$ cat config.mk
export PLATFORM = sky130hd
export DESIGN_NAME = dmvm_rslt_fifo_flat
export DESIGN_NICKNAME = d
export VERILOG_FILES = /design/src/dmvm_pkg.sv /design/src/dmvm_out_if.sv /design/src/dmvm_rslt_fifo.sv /design/src/flat_wrapper.sv
export SDC_FILE = /design/constraint.sdc
export NUM_CORES = 1
export LEC_CHECK = 0
export ABC_CLOCK_PERIOD_IN_PS = 8590
export BUFFER_PORTS_ARGS = -buffer_cell sky130_fd_sc_hd__buf_2
export CORE_ASPECT_RATIO = 2
export CORE_MARGIN = 2
export CORE_UTILIZATION = 64
export CTS_CLUSTER_SIZE = 25
export DETAILED_ROUTE_END_ITERATION = 10
export PLACE_DENSITY = 0.84
export SLEW_MARGIN = 25
export SYNTH_ARGS = -nofsm -noshare
export SYNTH_HDL_FRONTEND = slang
export SYNTH_SLANG_ARGS = --single-unit
$ cat constraint.sdc
create_clock -name clk -period 8.59 [get_ports clk]
set_input_delay 1.718 -clock clk [delete_from_list [all_inputs] [get_ports clk]]
set_output_delay 1.718 -clock clk [all_outputs]
set_load 0.1 [all_outputs]
$ cat src/dmvm_pkg.sv
// Shared constants, types and helpers of the dense matrix-vector multiplier.
`default_nettype none
package dmvm_pkg;

	localparam int MAX_SIZE   = 256;
	localparam int ADDR_W     = $clog2(MAX_SIZE);
	localparam int DIM_W      = ADDR_W + 1;
	localparam int SIZE_W     = 9;
	localparam int ELEM_W     = 32;
	localparam int ACC_W      = 64;
	localparam int ROW_IDX_W  = 8;
	localparam int PADDR_W    = 3;
	localparam int PDATA_W    = 32;
	localparam int FIFO_DEPTH = 8;
	localparam int FIFO_PTR_W = $clog2(FIFO_DEPTH);
	localparam int FIFO_CNT_W = FIFO_PTR_W + 1;
	localparam int FRAC_W     = 16;

	localparam logic [SIZE_W-1:0] SIZE_RESET = 9'd8;

	// register index, taken from paddr[2]
	localparam logic REG_SIZE_IN_USE = 1'b0;

	typedef enum logic {
		CMD_VECTOR = 1'b0,
		CMD_MATRIX = 1'b1
	} cmd_t;

	typedef struct packed {
		logic signed [ELEM_W-1:0]    row_result;
		logic        [ROW_IDX_W-1:0] row_index;
		logic                        last_row;
	} rslt_t;

	function automatic logic signed [ELEM_W-1:0] sat32(input logic signed [ACC_W-1:0] a);
		logic signed [ACC_W-1:0] hi;
		logic signed [ACC_W-1:0] lo;
		hi = ACC_W'(64'sh0000_0000_7FFF_FFFF);
		lo = -ACC_W'(64'sh0000_0000_8000_0000);
		if (a > hi) begin
			return ELEM_W'(hi);
		end else if (a < lo) begin
			return ELEM_W'(lo);
		end else begin
			return ELEM_W'(a);
		end
	endfunction

endpackage
`default_nettype wire

$ cat src/dmvm_out_if.sv
// Row result channel: saturated row sum, row index and last-row flag.
`default_nettype none
interface dmvm_out_if;
	logic        valid;
	logic        ready;
	logic [31:0] row_result;
	logic [7:0]  row_index;
	logic        last_row;

	modport source (output valid, output row_result, output row_index, output last_row,
		input ready);
	modport sink   (input valid, input row_result, input row_index, input last_row,
		output ready);
endinterface
`default_nettype wire

$ cat src/dmvm_rslt_fifo.sv
// Result queue between the accumulator and the output channel.
`default_nettype none
module dmvm_rslt_fifo
	import dmvm_pkg::*;
(
	input  wire logic                  clk,
	input  wire logic                  arst_n,
	input  wire logic                  push,
	input  wire rslt_t                 push_data,
	output logic      [FIFO_CNT_W-1:0] level,
	dmvm_out_if.source                 rslt
);

	rslt_t                 entry_q [FIFO_DEPTH];
	logic [FIFO_PTR_W-1:0] wr_ptr_q;
	logic [FIFO_PTR_W-1:0] rd_ptr_q;
	logic [FIFO_CNT_W-1:0] cnt_q;
	logic                  pop;
	rslt_t                 head;

	assign pop  = rslt.valid && rslt.ready;
	assign head = entry_q[rd_ptr_q];

	always_ff @(posedge clk or negedge arst_n) begin
		if (!arst_n) begin
			wr_ptr_q <= '0;
			rd_ptr_q <= '0;
			cnt_q    <= '0;
		end else begin
			if (push) begin
				wr_ptr_q <= wr_ptr_q + FIFO_PTR_W'(1);
			end
			if (pop) begin
				rd_ptr_q <= rd_ptr_q + FIFO_PTR_W'(1);
			end
			if (push && !pop) begin
				cnt_q <= cnt_q + FIFO_CNT_W'(1);
			end else if (pop && !push) begin
				cnt_q <= cnt_q - FIFO_CNT_W'(1);
			end
		end
	end

	always_ff @(posedge clk) begin
		if (push) begin
			entry_q[wr_ptr_q] <= push_data;
		end
	end

	assign level           = cnt_q;
	assign rslt.valid      = (cnt_q != '0);
	assign rslt.row_result = head.row_result;
	assign rslt.row_index  = head.row_index;
	assign rslt.last_row   = head.last_row;

endmodule
`default_nettype wire

$ cat src/flat_wrapper.sv
// flat-port wrapper written by rule: the top's interface ports become plain ports
module dmvm_rslt_fifo_flat import dmvm_pkg::*;
  (clk, arst_n, push, push_data, level, rslt_valid, rslt_row_result, rslt_row_index, rslt_last_row, rslt_ready);
  dmvm_out_if rslt_i ();
  input  wire logic clk;
  input  wire logic arst_n;
  input  wire logic push;
  input  wire rslt_t push_data;
  output logic      [FIFO_CNT_W-1:0] level;
  output wire logic [$bits(rslt_i.valid)-1:0] rslt_valid;
  output wire logic [$bits(rslt_i.row_result)-1:0] rslt_row_result;
  output wire logic [$bits(rslt_i.row_index)-1:0] rslt_row_index;
  output wire logic [$bits(rslt_i.last_row)-1:0] rslt_last_row;
  input wire logic [$bits(rslt_i.ready)-1:0] rslt_ready;
  assign rslt_valid = rslt_i.valid;
  assign rslt_row_result = rslt_i.row_result;
  assign rslt_row_index = rslt_i.row_index;
  assign rslt_last_row = rslt_i.last_row;
  assign rslt_i.ready = rslt_ready;
  dmvm_rslt_fifo u_core (.clk(clk), .arst_n(arst_n), .push(push), .push_data(push_data), .level(level), .rslt(rslt_i));
endmodule
==> metrics, run 1 <==
RSZ-0062 raised after global routing no; drt pass-1 iters 5; largest stage delay on the critical path roughly 0.8 ns; clk sinks between 300 and 400; Setup crit end kind primary output; Die X about 110 µm; CTS resizes 0; Hold Crit Class reg -> reg; clock slew at reported path FFs ~0.07 ns; vias in the first global route 6435; worst-path fanout max 33; row count 74; pin count of the biggest net entering global routing 85; initial antenna violation count 3; number of synthesized register bits ~340; f_max 194 MHz; Fin. Hold Viols 0; Slew headroom 51.2%; dpl hpwl between 10000 and 15000 µm; clk_lat worst skew approximately 0.54 ns; Max Cap Viol 0; Tcrit/Tclk final approximately three fifths; Num CTS Buffers 27; global-route wire length before repair 39100 µm; DRT antenna net count 0; largest family of logic cells by synthesized area multiplexers; Setup CP Type reg -> out; Die Y 206 µm; max-slew violations 0; multiplexer area fraction after synthesis around a fifth; Slew @ Worst Pin 0.732 ns; Syn Inst Count between 500 and 600; core area 20300 µm²; final wirelength about 26000 µm; Worst Clk Skew ~0.011 ns; syn_nets a little under 600; DR vias/cell around 6.4; FF/Latch Area roughly 10000 µm²; Fillers approximately 1100; grt total ovfl 0; post-synthesis adder-cell area fraction less than 1%; DRC viols 0; number of DRC markers in iteration 0 between 400 and 500; sequential fraction of the synthesis area roughly 77%; post-layout min period 5.16 ns; final setup TNS 0 ns; CTS H-Tree Depth 1; CP Launch Type flip-flop; Root Buffer clkbuf_16; multi-input logic area around 2900 µm²; crit path DAT 3.44 ns; RePlAce Congestion 0.696; Max clock buf depth 3; post-CTS setup buffer count 0; Simple-Gate Fraction of Synth Area 0.936%; Layout area overhead 13.1%; Mapped Avg Cell Area ~25 µm²; post-synth cell types 30; CTS tree yes; post-synthesis compound-gate area fraction less than 1%; Port Buffer Count 90; hold_buf cts 0; CP Cell Sequence buf_4 > buf_12 > mux4_2 > mux2_2 > buf_2; wire length per cell about 28 µm; Initial Util approximately 65%; # nets final 692; CP max stage cell dfrtp_4; YS warnings 0; global-route usage over all layers roughly 25%; Post-Synth XOR/XNOR Area 0.401%; total die area ~22000 µm²; I/O Pins 91; Post-Syn Area 13100 µm²; vias 5920; Req. time, crit path 6.87 ns; Setup violations, final 0; layout cells sized above 1 a little under two fifths; status complete, no violations
==> flip-flops by register name, summed over array words and instances (netlist names) <==
register         flops
u_core.level         4
u_core.wr_ptr_q      3
u_core.entry_q     328
u_core.rd_ptr_q      3
==> per-stage QoR <==
step / hold slack, ns / worst slack [ns] / util, % / cells / cell area [µm²]
detailed placement: 0.470 / 3.85 / 68.2 / 876 / 13800
global placement: 0.457 / 3.94 / 68.2 / 876 / 13800
floorplan: 0.517 / 3.48 / - / 533 / 13100
global route: 0.503 / 3.29 / 73.1 / 928 / 14800
CTS: 0.484 / 3.26 / 72.8 / 924 / 14800
finish: 0.481 / 3.43 / 73.1 / 928 / 14800
==> final cells by class <==
| cell class | instances | share of cell area, % |
|---|---|---|
| multi-input cells | 170 | 19.3 |
| flip-flops and latches | 338 | 68.2 |
| clock inverters | 16 | 1.65 |
| repair buffers | 103 | 3.87 |
| diodes | 2 | 0.0338 |
| well taps | 266 | 2.25 |
| clock buffers | 32 | 4.69 |
| inverters | 1 | 0.0253 |
==> critical path: cells and delay by family (launching register included) <==
family   cells  cell delay (ns)
buf+inv      3             1.17
mux          2             0.88
flops        1             0.81
==> Yosys cell counts, drive strengths merged <==
| master | n | share of area (%) |
|---|---|---|
| nand2b | 3 | 0.14 |
| fa | 1 | 0.15 |
| nand3b | 1 | 0.057 |
| edfxtp | 328 | 75 |
| nor2 | 6 | 0.17 |
| xor2 | 1 | 0.067 |
| or4 | 2 | 0.11 |
| dfrtp | 10 | 1.9 |
| o21ai | 1 | 0.038 |
| buf | 19 | 1.4 |
| inv | 1 | 0.029 |
| mux2i | 1 | 0.076 |
| a2111o | 1 | 0.086 |
| mux4 | 82 | 15 |
| a21oi | 2 | 0.076 |
| ha | 5 | 0.48 |
| nand3 | 3 | 0.11 |
| dlygate4sd1 | 1 | 0.067 |
| mux2 | 44 | 3.8 |
| or3 | 1 | 0.048 |
| o211ai | 2 | 0.11 |
| nand2 | 6 | 0.17 |
| clkbuf | 4 | 0.11 |
| xnor2 | 5 | 0.33 |
| nor3 | 3 | 0.11 |
==> kinds of logic after synthesis <==
kind of cell | after synthesis
compound gates | 6
simple gates | 25
fa+ha+maj | 6
buf+inv | 25
mux | 127
xor+xnor | 6
flops | 338
==> path summary, 6_finish.rpt <==
check / start / endpoint / slack (ns) / cells after the start
hold reg to reg: u_core.rd_ptr_q[2]$_DFFE_PN0P_ / u_core.rd_ptr_q[2]$_DFFE_PN0P_ / 0.48 / 1
setup reg to reg: u_core.level[0]$_DFFE_PN0P_ / u_core.level[3]$_DFFE_PN0P_ / 5.69 / 8
setup / recovery: u_core.rd_ptr_q[0]$_DFFE_PN0P_ / rslt_row_result[25] / 3.43 / 5
max in group asynchronous: arst_n / u_core.rd_ptr_q[0]$_DFFE_PN0P_ / 7.34 / 1
hold / removal: u_core.rd_ptr_q[2]$_DFFE_PN0P_ / u_core.rd_ptr_q[2]$_DFFE_PN0P_ / 0.48 / 1
min in group asynchronous: arst_n / u_core.rd_ptr_q[1]$_DFFE_PN0P_ / 1.03 / 1
==> cells in the final DEF, fill, tap and decap left out, drive strengths merged, types with 5 or more instances in the layout <==
master / instances
clkinv: 7
clkbuf: 32
xnor2: 5
nand2: 6
nor2: 6
mux2: 44
bufinv: 6
ha: 5
dfrtp: 10
edfxtp: 328
mux4: 82
buf: 103
==> per-layer routing <==
layer  vias to the layer above  GRT usage, %  wire length, µm
li1                       2516             -                -
met1                      3134          30.7             9610
met2                       211          45.2            14600
met3                        57          3.22             1100
met4                         2          10.2              893
met5                         -             0                7
Power of run 1 is not shown: default switching activity piles up to over one toggle a cycle in this logic, so the estimate is an artifact.
==> run 2, diff against run 1 <==
ABC_AREA = 1   (was unset)
ABC_CLOCK_PERIOD_IN_PS = 4900   (was 8590)
CORE_UTILIZATION = 60   (was 64)
PLACE_DENSITY = 0.79   (was 0.84)
clock period = 4.9 ns   (was 8.59 ns; I/O delays follow)
==> run 2 against run 1 <==
  * Non-clock buffer count rose by 13
  * Final cell count rose by 67%
  * Clock-buffer cell count fell by 4
  * Synthesized cell count rose by 120%
  * Routed wire length rose by 16%
  * Area after synthesis rose by 4.2%
  * Sequential cell count did not move
  * Design area rose by 3.4%
  * Clock skew rose by 0.0027 ns
  * Register-to-register slack got worse by 3.1 ns
  * Highest routed layer unchanged
==> metrics, run 2 <==
status complete, no violations; commonest non-fill, non-tap cell in the layout nand2_1; Synth top cells by count nand2_1, edfxtp_1, nor2_1; vias 8979 (+52%); commonest non-fill, non-tap cells in the layout nand2_1, edfxtp_1, buf_2; CP Cell Sequence inv_2 > buf_4 > o21ai_0 > o21ai_1 > nand2_1 > nand2_1 > buf_2; drt pass-1 iters 7 (+2); CP most frequent cell nand2_1; Syn Inst Count 1167 (+120%); clk sinks 338 (unchanged); most frequently used flop master after synthesis edfxtp_1; total placed cells including tap cells 1497 (+71%); max FFs per register 328 (unchanged); worst r2r src u_core.wr_ptr_q[0]$_DFFE_PN0P_; Setup crit end kind primary output; pin count of the biggest net entering global routing 166 (+95%); Most Crowded Layer GR met2; Mapped Avg Cell Area 11.7 µm² (-52%); RSZ-0062 raised after global routing no; Layout area overhead 12.2%; Initial Util 60.6% (-4.1 points); RePlAce Congestion 0.749 (+7.6%); I/O Pins 91 (unchanged); CTS resizes 0 (unchanged); global-route usage over all layers 25.0% (about the same); Root Buffer clkbuf_16; CP Launch Type flip-flop; Setup violations, final 0 (unchanged); Max Cap Viol 0 (unchanged); clock slew at reported path FFs 0.07 ns (about the same); number of synthesized register bits 338 (unchanged); Fin. Hold Viols 0 (unchanged); wire length per cell 19.6 µm (-31%); top cells by area, synth edfxtp_1, nand2_1, o21ai_0; final wirelength 30400 µm (+16%); largest family of logic cells by synthesized area simple AND/OR/NAND/NOR gates; Simple-Gate Fraction of Synth Area 15.9% (+15 points); post-layout min period ~4 ns; largest stage delay on the critical path 0.61 ns (-0.20 ns); buffers plus inverters on the worst setup path 3 (unchanged); delay-heaviest family, CP buffers and inverters; hold_buf cts 0 (unchanged); cell with the most instances after synthesis nand2_1; CTS tree yes; post-synth cell types 22 (-27%); Tcrit/Tclk final about 83%; dominant cell type by area after synthesis edfxtp_1; asr flop ratio synth 2.96% (unchanged); max-slew violations 0 (unchanged); final instance count without filler cells 1551 (+67%); vias in the first global route 8936 (+39%); cells on worst reg2reg path 3 (-5); Req. time, crit path 3.92 ns (-2.95 ns); DRC viols 0 (unchanged); sequential fraction of the synthesis area 74.0% (-3.1 points); met2 Usage GRT 46.0% (+0.86 points); Die Y 217 µm (+5.3%); Biggest register u_core.entry_q; worst r2r dst u_core.entry_q[4][36]$_DFFE_PP_; Worst Clk Skew 0.0138 ns (+0.00269 ns); Post-Synth XOR/XNOR Area 0.321% (-0.080 points); Num CTS Buffers 27 (unchanged); CTS H-Tree Depth 1 (unchanged); Hold Crit Class in -> async; f_max 245 MHz; post-synthesis compound-gate area fraction 6.16% (+5.8 points); Slew @ Worst Pin 1.09 ns (+0.355 ns); syn_nets 1218 (+110%); GR Layer Usage met3 3.15% (-0.070 points); grt total ovfl 0 (unchanged); Max clock buf depth 3 (unchanged); Fillers 1569 (+43%); reg2reg setup slack 2.59 ns (-3.10 ns); row count 78 (+5.4%); layout cells sized above 1 14.0% (-23 points); # nets final 1300 (+88%); total die area 24100 µm² (+11%); initial antenna violation count 3 (unchanged); global-route wire length before repair 46600 µm (+19%); post-CTS setup buffer count 0 (unchanged); multiplexer area fraction after synthesis 0% (-19 points); met1 Use GR 28.8% (-1.9 points); top cell type's share of synthesized area 72.1% (-3.0 points); Slew headroom 27.4% (-24 points); DRT antenna net count 0 (unchanged); YS warnings 0 (unchanged); Post-Syn Area 13700 µm² (+4.2%); core area 22500 µm² (+11%); Setup CP Type reg -> out; EDFF count, synth 328 (unchanged); DR vias/cell 5.79 (-9.3%); dpl hpwl 16700 µm (+21%); Die X 111 µm (+5.2%); Port Buffer Count 90 (unchanged); post-synthesis adder-cell area fraction 0.605% (-0.025 points); crit path launch u_core.rd_ptr_q[1]$_DFFE_PN0P_; worst-path fanout max 44 (+33%); final setup TNS 0 ns (unchanged); CP max stage cell inv_2; clk_lat worst skew 0.56 ns (+0.02 ns); number of DRC markers in iteration 0 757 (+65%); crit path DAT 3.10 ns (-0.34 ns)
[run 2: metal layers]
| metal | routed length (µm) | share of wire [%] |
|---|---|---|
| met5 | 30 | 0.099 |
| met3 | 1970 | 6.5 |
| met4 | 1100 | 3.6 |
| met2 | 16400 | 54 |
| met1 | 10900 | 36 |
[run 2: logic make-up after synthesis]
logic type	count (synthesis)
compound gates	168
simple gates	576
fa+ha+maj	6
xor+xnor	5
flops	338
buf+inv	74
[run 2: layout make-up]
cell class              instances  area [µm²]  share of cell area (%)
clock buffers                  28         679                    4.44
inverters                      11        43.8                   0.286
well taps                     280         350                    2.29
repair buffers                116         703                    4.59
clock inverters                21         228                    1.49
multi-input cells             755        3200                    20.9
diodes                          2        5.00                  0.0327
flip-flops and latches        338       10100                    66.0
[run 2: stage by stage]
step,util (%),area [µm²],worst slack [ns],hold WS [ns]
2_1_floorplan,-,13700,1.40,0.490
3_3_place_gp,63.6,14300,1.59,0.520
3_5_place_dp,63.6,14300,1.48,0.539
4_1_cts,67.7,15300,0.874,0.279
5_1_grt,67.9,15300,0.744,0.295
6_report,67.9,15300,0.824,0.280
[run 2: how the worst max path moves through the flow]
stage | end | cells past startpoint
4_1_cts | rslt_row_index[1] | 7
5_1_grt | rslt_row_index[4] | 9
3_5_place_dp | rslt_row_index[5] | 7
6_report | rslt_row_index[1] | 7
2_1_floorplan | u_core.entry_q[0][0]$_DFFE_PP_ | 3
3_3_place_gp | rslt_row_result[0] | 9
Power of run 2 is left out for the same reason.
